<file path="src/rtl/core/priority_task_scheduler_with_delays_defines.svh">
// Assertion macros for the priority task scheduler.
// Used by the top level; expects signals named clk and rst in scope.
`ifndef PRIORITY_TASK_SCHEDULER_WITH_DELAYS_DEFINES_SVH
`define PRIORITY_TASK_SCHEDULER_WITH_DELAYS_DEFINES_SVH

// The condition must never hold outside reset.
`define PTS_ASSERT_NEVER(lbl, cond) \
  lbl: assert property (@(posedge clk) disable iff (rst) !(cond)) \
    else $error("scheduler check failed");

// The antecedent implies the consequent in the next cycle.
`define PTS_ASSERT_NEXT(lbl, ante, cons) \
  lbl: assert property (@(posedge clk) disable iff (rst) (ante) |=> (cons)) \
    else $error("scheduler check failed");

`endif

</file>
<file path="src/rtl/core/pts_pkg.sv">
// Shared types for the priority task scheduler: slot states, commands and
// the per-cell control bundle. No dependencies.
`default_nettype none

package pts_pkg;

  typedef enum logic [1:0] {
    ST_UNINIT  = 2'd0,
    ST_READY   = 2'd1,
    ST_BLOCKED = 2'd2,
    ST_RUNNING = 2'd3
  } slot_state_t;

  typedef enum logic [1:0] {
    CMD_TICK   = 2'd0,
    CMD_SELECT = 2'd1,
    CMD_DELAY  = 2'd2,
    CMD_START  = 2'd3
  } cmd_t;

  typedef enum logic [2:0] {
    OP_NONE,
    OP_START,
    OP_WAKE,
    OP_BLOCK,
    OP_SELECT
  } cell_op_t;

  // Control broadcast to one cell.
  typedef struct packed {
    cell_op_t op;
    logic     sel;  // this slot won the priority scan
    logic     cur;  // this slot is the current task
  } cell_ctl_t;

endpackage

`default_nettype wire

</file>
<file path="src/rtl/core/pts_cell.sv">
// One task slot of the scheduler: slot state, wake time and one stage of the
// registered priority scan chain. Depends on pts_pkg.
`default_nettype none

module pts_cell #(
  parameter int IDX           = 0,
  parameter int TASK_SLOTS    = 8,
  parameter int PRIORITY_BITS = 4,
  localparam int IW           = $clog2(TASK_SLOTS)
) (
  input  wire logic                     clk,
  input  wire logic                     rst,
  input  wire pts_pkg::cell_ctl_t       ctl,
  input  wire logic                     en,
  input  wire logic [PRIORITY_BITS-1:0] prio,
  input  wire logic [31:0]              time_val,
  input  wire logic                     cand_found_in,
  input  wire logic [IW-1:0]            cand_idx_in,
  input  wire logic [PRIORITY_BITS-1:0] cand_prio_in,
  output logic                          ready,
  output logic                          running,
  output logic                          cand_found_out,
  output logic [IW-1:0]                 cand_idx_out,
  output logic [PRIORITY_BITS-1:0]      cand_prio_out
);
  import pts_pkg::*;

  localparam logic [IW-1:0] MY_IDX = IW'(IDX);

  slot_state_t st, st_next;
  logic [31:0] wake;
  logic        take;

  always_comb begin
    st_next = st;
    unique case (ctl.op)
      OP_START: st_next = en ? ST_READY : ST_UNINIT;
      OP_WAKE: begin
        if (st == ST_BLOCKED && time_val >= wake) st_next = ST_READY;
      end
      OP_BLOCK: begin
        if (ctl.cur) st_next = ST_BLOCKED;
      end
      OP_SELECT: begin
        if (ctl.sel) st_next = ST_RUNNING;
        else if (ctl.cur && st == ST_RUNNING) st_next = ST_READY;
      end
      default: st_next = st;
    endcase
  end

  always_ff @(posedge clk) begin
    if (rst) begin
      st <= ST_UNINIT;
    end else begin
      st <= st_next;
    end
  end

  always_ff @(posedge clk) begin
    if (ctl.op == OP_BLOCK && ctl.cur) wake <= time_val;
  end

  // A later slot replaces the candidate only on strictly higher priority.
  assign take = (st == ST_READY) && (!cand_found_in || prio > cand_prio_in);

  always_ff @(posedge clk) begin
    cand_found_out <= cand_found_in || (st == ST_READY);
    cand_idx_out   <= take ? MY_IDX : cand_idx_in;
    cand_prio_out  <= take ? prio : cand_prio_in;
  end

  assign ready   = (st == ST_READY);
  assign running = (st == ST_RUNNING);

endmodule

`default_nettype wire

</file>
<file path="src/rtl/core/priority_task_scheduler_with_delays.sv">
// From input transfer to result valid: start and delay pass through S_REPORT, tick
// through S_TICK and S_REPORT, select through S_SCAN (the registered scan chain through
// the cells), S_APPLY and S_REPORT. One command at a time: s_tready is high only in S_IDLE.
// Reset (rst, synchronous, active high): all slots uninitialized, tick counter,
// current task and outputs cleared, enable mask 1, priorities 0. Wake times
// are not reset and need no clearing pass.
`default_nettype none

`include "priority_task_scheduler_with_delays_defines.svh"

module priority_task_scheduler_with_delays #(
  parameter int TASK_SLOTS    = 8,
  parameter int PRIORITY_BITS = 4
) (
  input  wire logic        clk,
  input  wire logic        rst,
  // Configuration write port.
  input  wire logic        cfg_we,
  input  wire logic [0:0]  cfg_index,
  input  wire logic [31:0] cfg_data,
  // Command stream.
  input  wire logic        s_tvalid,
  output logic             s_tready,
  input  wire logic [31:0] s_tdata,   // [31:0] delay_ticks
  input  wire logic [1:0]  s_tuser,   // [1:0] command
  // Result stream.
  output logic             m_tvalid,
  input  wire logic        m_tready,
  output logic [15:0]      m_tdata    // [2:0] running_slot, [3] running_valid,
                                      // [4] switch_request, [12:5] ready_mask,
                                      // [15:13] zero
);
  import pts_pkg::*;

  localparam int IW = $clog2(TASK_SLOTS);
  localparam int PB = PRIORITY_BITS;
  localparam logic [IW-1:0] SCAN_LAST = IW'(TASK_SLOTS - 1);
  localparam logic [0:0] REG_ENABLE_MASK = 1'b0;
  localparam logic [0:0] REG_PRIORITIES  = 1'b1;

  typedef enum logic [2:0] {
    S_IDLE,
    S_TICK,
    S_SCAN,
    S_APPLY,
    S_REPORT
  } fsm_t;

  fsm_t        state;
  logic [7:0]  task_enable_mask;
  logic [31:0] task_priorities;
  logic [31:0] tick_counter;
  logic [IW-1:0] current_index;
  logic        current_present;
  logic        sw_pend;
  logic [IW-1:0] scan_cnt;

  cmd_t        cmd;
  logic        accept;
  logic [31:0] time_bus;
  cell_op_t    op;

  // Scan chain taps: position i feeds cell i, position TASK_SLOTS is the end.
  logic [TASK_SLOTS:0] cf;
  logic [IW-1:0]       ci [TASK_SLOTS+1];
  logic [PB-1:0]       cp [TASK_SLOTS+1];
  logic [TASK_SLOTS-1:0] ready_vec;
  logic [TASK_SLOTS-1:0] running_vec;
  logic [7:0]          rmask;
  logic [IW+2:0]       cur_ext;

  assign cmd      = cmd_t'(s_tuser);
  assign s_tready = (state == S_IDLE);
  assign accept   = s_tvalid && s_tready;

  // The delay sum rides the shared time bus only during the accept cycle.
  assign time_bus = (accept && cmd == CMD_DELAY) ? tick_counter + s_tdata : tick_counter;

  always_comb begin
    op = OP_NONE;
    priority if (accept && cmd == CMD_START) begin
      op = OP_START;
    end else if (accept && cmd == CMD_DELAY && current_present) begin
      op = OP_BLOCK;
    end else if (state == S_TICK) begin
      op = OP_WAKE;
    end else if (state == S_APPLY && cf[TASK_SLOTS]) begin
      op = OP_SELECT;
    end
  end

  assign cf[0] = 1'b0;
  assign ci[0] = '0;
  assign cp[0] = '0;

  for (genvar i = 0; i < TASK_SLOTS; i++) begin : g_slot
    localparam int SH = i * PB;
    localparam logic [IW-1:0] SLOT = IW'(i);
    logic [31:0] prio_shift;
    logic        en;
    cell_ctl_t   ctl;

    // Fields reaching past bit 31 are zero filled; slots with SH of 32 or more get zero.
    assign prio_shift = (SH >= 32) ? 32'd0 : (task_priorities >> SH);
    if (i < 8) begin : g_en
      assign en = task_enable_mask[i];
    end else begin : g_noen
      assign en = 1'b0;
    end

    assign ctl.op  = op;
    assign ctl.sel = (ci[TASK_SLOTS] == SLOT);
    assign ctl.cur = current_present && (current_index == SLOT);

    pts_cell #(
      .IDX(i),
      .TASK_SLOTS(TASK_SLOTS),
      .PRIORITY_BITS(PRIORITY_BITS)
    ) u_cell (
      .clk(clk),
      .rst(rst),
      .ctl(ctl),
      .en(en),
      .prio(prio_shift[PB-1:0]),
      .time_val(time_bus),
      .cand_found_in(cf[i]),
      .cand_idx_in(ci[i]),
      .cand_prio_in(cp[i]),
      .ready(ready_vec[i]),
      .running(running_vec[i]),
      .cand_found_out(cf[i+1]),
      .cand_idx_out(ci[i+1]),
      .cand_prio_out(cp[i+1])
    );
  end

  // Only the first eight slots are reported.
  for (genvar j = 0; j < 8; j++) begin : g_rmask
    if (j < TASK_SLOTS) begin : g_on
      assign rmask[j] = ready_vec[j];
    end else begin : g_off
      assign rmask[j] = 1'b0;
    end
  end

  assign cur_ext = {3'b000, current_index};

  // Configuration registers.
  always_ff @(posedge clk) begin
    if (rst) begin
      task_enable_mask <= 8'd1;
      task_priorities  <= 32'd0;
    end else if (cfg_we) begin
      unique case (cfg_index)
        REG_ENABLE_MASK: task_enable_mask <= cfg_data[7:0];
        REG_PRIORITIES:  task_priorities  <= cfg_data;
        default: ;
      endcase
    end
  end

  // Command sequencer with the result register. A finished result waits in
  // S_REPORT while the previous one is still held by the output.
  always_ff @(posedge clk) begin
    if (rst) begin
      state           <= S_IDLE;
      tick_counter    <= 32'd0;
      current_index   <= '0;
      current_present <= 1'b0;
      sw_pend         <= 1'b0;
      scan_cnt        <= '0;
      m_tvalid        <= 1'b0;
      m_tdata         <= '0;
    end else begin
      // In S_REPORT the result register is reloaded on a transfer instead.
      if (m_tvalid && m_tready && state != S_REPORT) m_tvalid <= 1'b0;
      unique case (state)
        S_IDLE: begin
          if (s_tvalid) begin
            unique case (cmd)
              CMD_TICK: begin
                tick_counter <= tick_counter + 32'd1;
                sw_pend      <= 1'b1;
                state        <= S_TICK;
              end
              CMD_SELECT: begin
                sw_pend  <= 1'b0;
                scan_cnt <= '0;
                state    <= S_SCAN;
              end
              CMD_DELAY: begin
                sw_pend <= current_present;
                state   <= S_REPORT;
              end
              CMD_START: begin
                current_present <= 1'b0;
                sw_pend         <= 1'b0;
                state           <= S_REPORT;
              end
              default: state <= S_IDLE;
            endcase
          end
        end
        S_TICK: state <= S_REPORT;
        S_SCAN: begin
          // Let the candidate ripple through every cell of the chain.
          if (scan_cnt == SCAN_LAST) begin
            state <= S_APPLY;
          end else begin
            scan_cnt <= scan_cnt + 1'b1;
          end
        end
        S_APPLY: begin
          if (cf[TASK_SLOTS]) begin
            current_index   <= ci[TASK_SLOTS];
            current_present <= 1'b1;
          end
          state <= S_REPORT;
        end
        S_REPORT: begin
          if (!m_tvalid || m_tready) begin
            m_tvalid <= 1'b1;
            m_tdata  <= {3'b000, rmask, sw_pend, current_present, cur_ext[2:0]};
            state    <= S_IDLE;
          end
        end
        default: state <= S_IDLE;
      endcase
    end
  end

  // Selection promotes one slot and demotes the old one: never two running.
  `PTS_ASSERT_NEVER(a_one_running, $countones(running_vec) > 1)
  // A select never asks for a context switch.
  `PTS_ASSERT_NEXT(a_select_no_switch, accept && cmd == CMD_SELECT, !sw_pend)
  // The scan counter stays within the chain length.
  `PTS_ASSERT_NEVER(a_scan_range, state == S_SCAN && scan_cnt > SCAN_LAST)
  // Commands are taken only with no item in flight.
  `PTS_ASSERT_NEVER(a_ready_idle, s_tready && state != S_IDLE)

endmodule

`default_nettype wire

</file>
<file path="config.mk">
export PLATFORM = sky130hd
export DESIGN_NAME = priority_task_scheduler_with_delays
export DESIGN_NICKNAME = d
export VERILOG_FILES = /design/src/rtl/core/pts_pkg.sv /design/src/rtl/core/pts_cell.sv /design/src/rtl/core/priority_task_scheduler_with_delays.sv
export VERILOG_INCLUDE_DIRS = /design/src /design/src/rtl/core
export SDC_FILE = /design/constraint.sdc
export NUM_CORES = 1
export LEC_CHECK = 0
export BUFFER_PORTS_ARGS = -buffer_cell sky130_fd_sc_hd__buf_2
export CAP_MARGIN = 20
export CORE_ASPECT_RATIO = 0.75
export CORE_MARGIN = 3
export CORE_UTILIZATION = 55
export DETAILED_ROUTE_END_ITERATION = 12
export GPL_ROUTABILITY_DRIVEN = 1
export GPL_TIMING_DRIVEN = 1
export PLACE_DENSITY = 0.82
export SLEW_MARGIN = 10
export SYNTH_ARGS = -nofsm -noshare
export SYNTH_HDL_FRONTEND = slang
export SYNTH_SLANG_ARGS = --single-unit
</file>
<file path="constraint.sdc">
create_clock -name clk -period 6.4 [get_ports clk]
set_clock_uncertainty 0.1 [all_clocks]
set_input_delay 0.96 -clock clk [delete_from_list [all_inputs] [get_ports clk]]
set_output_delay 0.96 -clock clk [all_outputs]
set_load 0.05 [all_outputs]
</file>
==> run_results.csv <==
group,metric,value,unit
sta,grt_setup_unrepaired,"no",
setup_path,cp_slowest_stage_delay,640,ps
floorplan,core,41100,µm²
clocking,clock_latency,550,ps
sta,setup_tns,0,ps
synth,yosysSeqAreaShare,0.478,
finish,drive_above_1_share,0.108,
setup_path,reg2reg_to,"g_slot[7].u_cell.st[1]",
sta,min_period,6030,ps
worst_hold_path,holdPathStages,1,
route,dr.pass1.iters,6,
setup_path,setup.worst_path.start_class,"input pin",
sta,relSlewSlack,0.256,
worst_hold_path,hold_end,"g_slot[6].u_cell.cand_idx_out[1]",
clocking,cts_tree,"built",
grt,grt_max_degree,79,
floorplan,die_y,183,µm
synth,syn-cell-area,23000,µm²
clocking,clock_path_buffers,3,
setup_path,critPathRequiredTime,6700,ps
synth,synthesis.instances,2228,
setup_path,reg2reg_depth,17,
place,placed_area,24400,µm²
place,dp_hpwl,40.7,mm
synth,syn_area_per_cell,10.3,µm²
setup_path,path_class,"input pin to flop",
synth,ys_types,84,
synth,synth_ff_type,"edfxtp_1",
setup_path,cpMostUsedCell,"buf_4",
setup_path,crit_path_end_kind,"flop",
synth,muxShareOfSynthArea,0.0105,
finish,fillCellCount,3129,
synth,synth_xor_area_frac,0.0217,
clocking,numCtsBuffers,42,
sta,period_share,0.943,
clocking,root_buffer,"clkbuf_16",
clocking,ctsResizeCount,0,
route,routedWlPerCell,19.1,µm
sta,hold_viol_final,0,
synth,synth-compound-area-share,0.135,
route,vias_per_cell,5.79,
clocking,hold_buffers,0,
setup_path,path_cells,"buf_2, ha_1, and3_1, a221o_1, a31o_2, a211oi_1, buf_4, xnor2_1, o21ai_1, buf_4, ha_1, nand4_1, nor4_1, a31oi_1, o41ai_1, buf_4, mux2i_1, nor2_1",
sta,fmax,166,MHz
synth,synthSimpleGateAreaFrac,0.121,
setup_path,worst-path-max-fanout,12,
setup_path,r2r_start,"tick_counter[22]",
finish,fin_nets,2752,
run_status,run_status,"complete, no violations",
grt,track_usage,0.251,
synth,yosys_warnings,0,
synth,async_reset_ff_frac,0,
clocking,cts_setup_buffers,0,
setup_path,crit_arrival,6330,ps
synth,synth_fa_ha_area_frac,0.174,
synth,ys_ff_latch,422,
synth,synth_edf_count,256,
grt,grt_pass1_vias,17000,
floorplan,dieArea,44400,µm²
run,drv_cap,0,
sta,drv_slew,0,
route,drtIter0Drc,1503,
grt,grt_pass1_wl,89.2,mm
place,io_buffers,86,
clocking,clock-sinks,422,
power_and_ir_drop,p_per_area,237,nW/µm²
power_and_ir_drop,p_leak,0.0119,µW
setup_path,worst_path_max_delay_cell,"a211oi_1",
synth,synth_top_family_by_area,"adder cells",
route,drc,0,
power_and_ir_drop,vdd_drop_max,0.000196,V
worst_hold_path,hp-class,"flop to flop",
route,via_count,17100,
sta,setup_viol,0,
floorplan,die_x,242,µm
floorplan,start_util,0.561,
route,ant_nets,0,
grt,grt_overflow_total,0,
clocking,h-tree-depth,2,
grt,antenna_found_initial,0,
finish,n_antenna_cell,0,
finish,area_growth,11.9,%
sta,worst-slew-pin-transition,1110,ps
finish,postLayoutCellArea,25800,µm²
setup_path,ff2ff_setup_slack,480,ps
route,totalWireLength,56.5,mm
floorplan,fp-row-count,64,
worst_hold_path,hp-start,"g_slot[5].u_cell.cand_idx_out[1]",
place,gp_congestion,0.916,
clocking,clkTransAtPathRegs,60,ps
floorplan,ios,90,
through the flow:
stage / worst slack (ps) / util / power [µW] / hold WS, ps / cells
CTS: 476 / 0.625 / 6120 / 314 / 2951
global placement: 29.4 / 0.593 / 3720 / 297 / 2873
global route: 54.0 / 0.627 / 6320 / 328 / 2956
detailed placement: -58.2 / 0.593 / 3750 / 299 / 2873
finish: 368 / 0.627 / 6110 / 314 / 2956
floorplan: 798 / - / 3520 / 293 / 2230
critical path: cells and delay by family:
family	cells	cell delay, ps
simple gates	4	1100
compound gates	6	2540
xor+xnor	1	80
buf+inv	4	890
fa+ha+maj	2	560
mux	1	180
area by class of cell:
class                      count  area (µm²)  share of cell area
multi-input combinational   1458       10700               0.416
tap                          561         702              0.0272
clock inverter                24         184             0.00714
timing repair buffer         140         891              0.0346
clock buffer                  54        1140              0.0441
inverter                     297        1110              0.0433
sequential                   422       11000               0.427
sequential cells by signal (all words and copies together), names as in the netlist:
register	count
current_index	3
current_present	1
g_slot.prio_shift	32
g_slot.u_cell.cand_found_out	8
g_slot.u_cell.cand_idx_out	17
g_slot.u_cell.cand_prio_out	28
g_slot.u_cell.st	16
g_slot.u_cell.wake	256
m_tdata	13
m_tvalid	1
scan_cnt	3
state	3
sw_pend	1
task_enable_mask	8
tick_counter	32
where the power goes:
group / switching, µW / internal, µW / leakage [µW] / total [µW]
registers: 86.5 / 2970 / 0.00375 / 3060
logic: 400 / 262 / 0.00751 / 662
clock network: 1050 / 1340 / 0.000653 / 2390
total: 1540 / 4570 / 0.0119 / 6110
worst max-delay path by stage:
stage,startpoint,endpoint,cells after the start
2_1_floorplan,s_tdata[22],g_slot[4].u_cell.st[0],18
3_3_place_gp,s_tdata[22],g_slot[7].u_cell.st[1],18
3_5_place_dp,s_tdata[22],g_slot[7].u_cell.st[1],18
4_1_cts,s_tdata[22],g_slot[7].u_cell.st[1],18
5_1_grt,s_tdata[0],g_slot[5].u_cell.st[1],22
6_report,s_tdata[22],g_slot[7].u_cell.st[1],18
synth_stat cells (all sizes together) (10+ instances only):
library cell  number  area (µm²)
edfxtp           256        7690
clkbuf            40         161
mux2i             13         130
a21oi            167         836
a21o             104         781
nand4             51         325
ha               318        3980
nor2             138         543
o21ai            105         529
o21a              10        75.1
xnor2             21         184
inv              297        1110
nor2b             34         213
a211oi            15         113
mux2              10         113
or2               14        87.6
nor3              18         101
nand3             30         163
a31oi             13        81.3
xor2              36         315
and3              11        77.6
nand2b            42         263
dfxtp            166        3320
o211ai            14         105
buf               13        92.6
and4              12         111
nand2            179         672
cells by family after synthesis:
| logic type | Yosys count |
|---|---|
| AND/OR/NAND/NOR | 561 |
| AO/OA/AOI/OAI | 495 |
| flip-flops | 422 |
| buffers and inverters | 350 |
| adder cells (fa/ha/maj) | 319 |
| XOR/XNOR | 57 |
| multiplexers | 23 |
| other | 1 |
per-layer routing:
layer / up-vias / global-route usage / wire length (µm)
met5: - / 0 / 0
met4: 0 / 0.0805 / 1760
met3: 106 / 0.0506 / 4670
met2: 645 / 0.404 / 25600
met1: 8206 / 0.342 / 24400
li1: 8173 / - / -
layout by cell type, fill, tap and decap left out, types with 9 or more instances in the layout:
| cell | netlist | layout |
|---|---|---|
| nand4_1 | 50 | 50 |
| a21o_1 | 104 | 104 |
| a31oi_1 | 13 | 13 |
| o21a_1 | 10 | 10 |
| o211ai_1 | 14 | 14 |
| dfxtp_1 | 166 | 166 |
| nand3_1 | 29 | 29 |
| nor2b_1 | 34 | 34 |
| inv_1 | 297 | 298 |
| a21oi_1 | 167 | 167 |
| nor2_1 | 134 | 126 |
| ha_1 | 318 | 318 |
| nand2b_1 | 42 | 42 |
| buf_4 | 4 | 50 |
| mux2i_1 | 13 | 13 |
| nor3_1 | 17 | 17 |
| clkbuf_16 | 0 | 42 |
| and4_1 | 9 | 9 |
| nor2_4 | 3 | 11 |
| o21ai_0 | 100 | 79 |
| a211oi_1 | 15 | 15 |
| or2_2 | 12 | 12 |
| xnor2_1 | 21 | 21 |
| xor2_1 | 36 | 36 |
| nand2_1 | 179 | 179 |
| buf_2 | 2 | 85 |
| mux2_2 | 10 | 10 |
| edfxtp_1 | 256 | 256 |
| o21ai_1 | 4 | 25 |
Note: power is estimated with default switching activity, not from simulation.
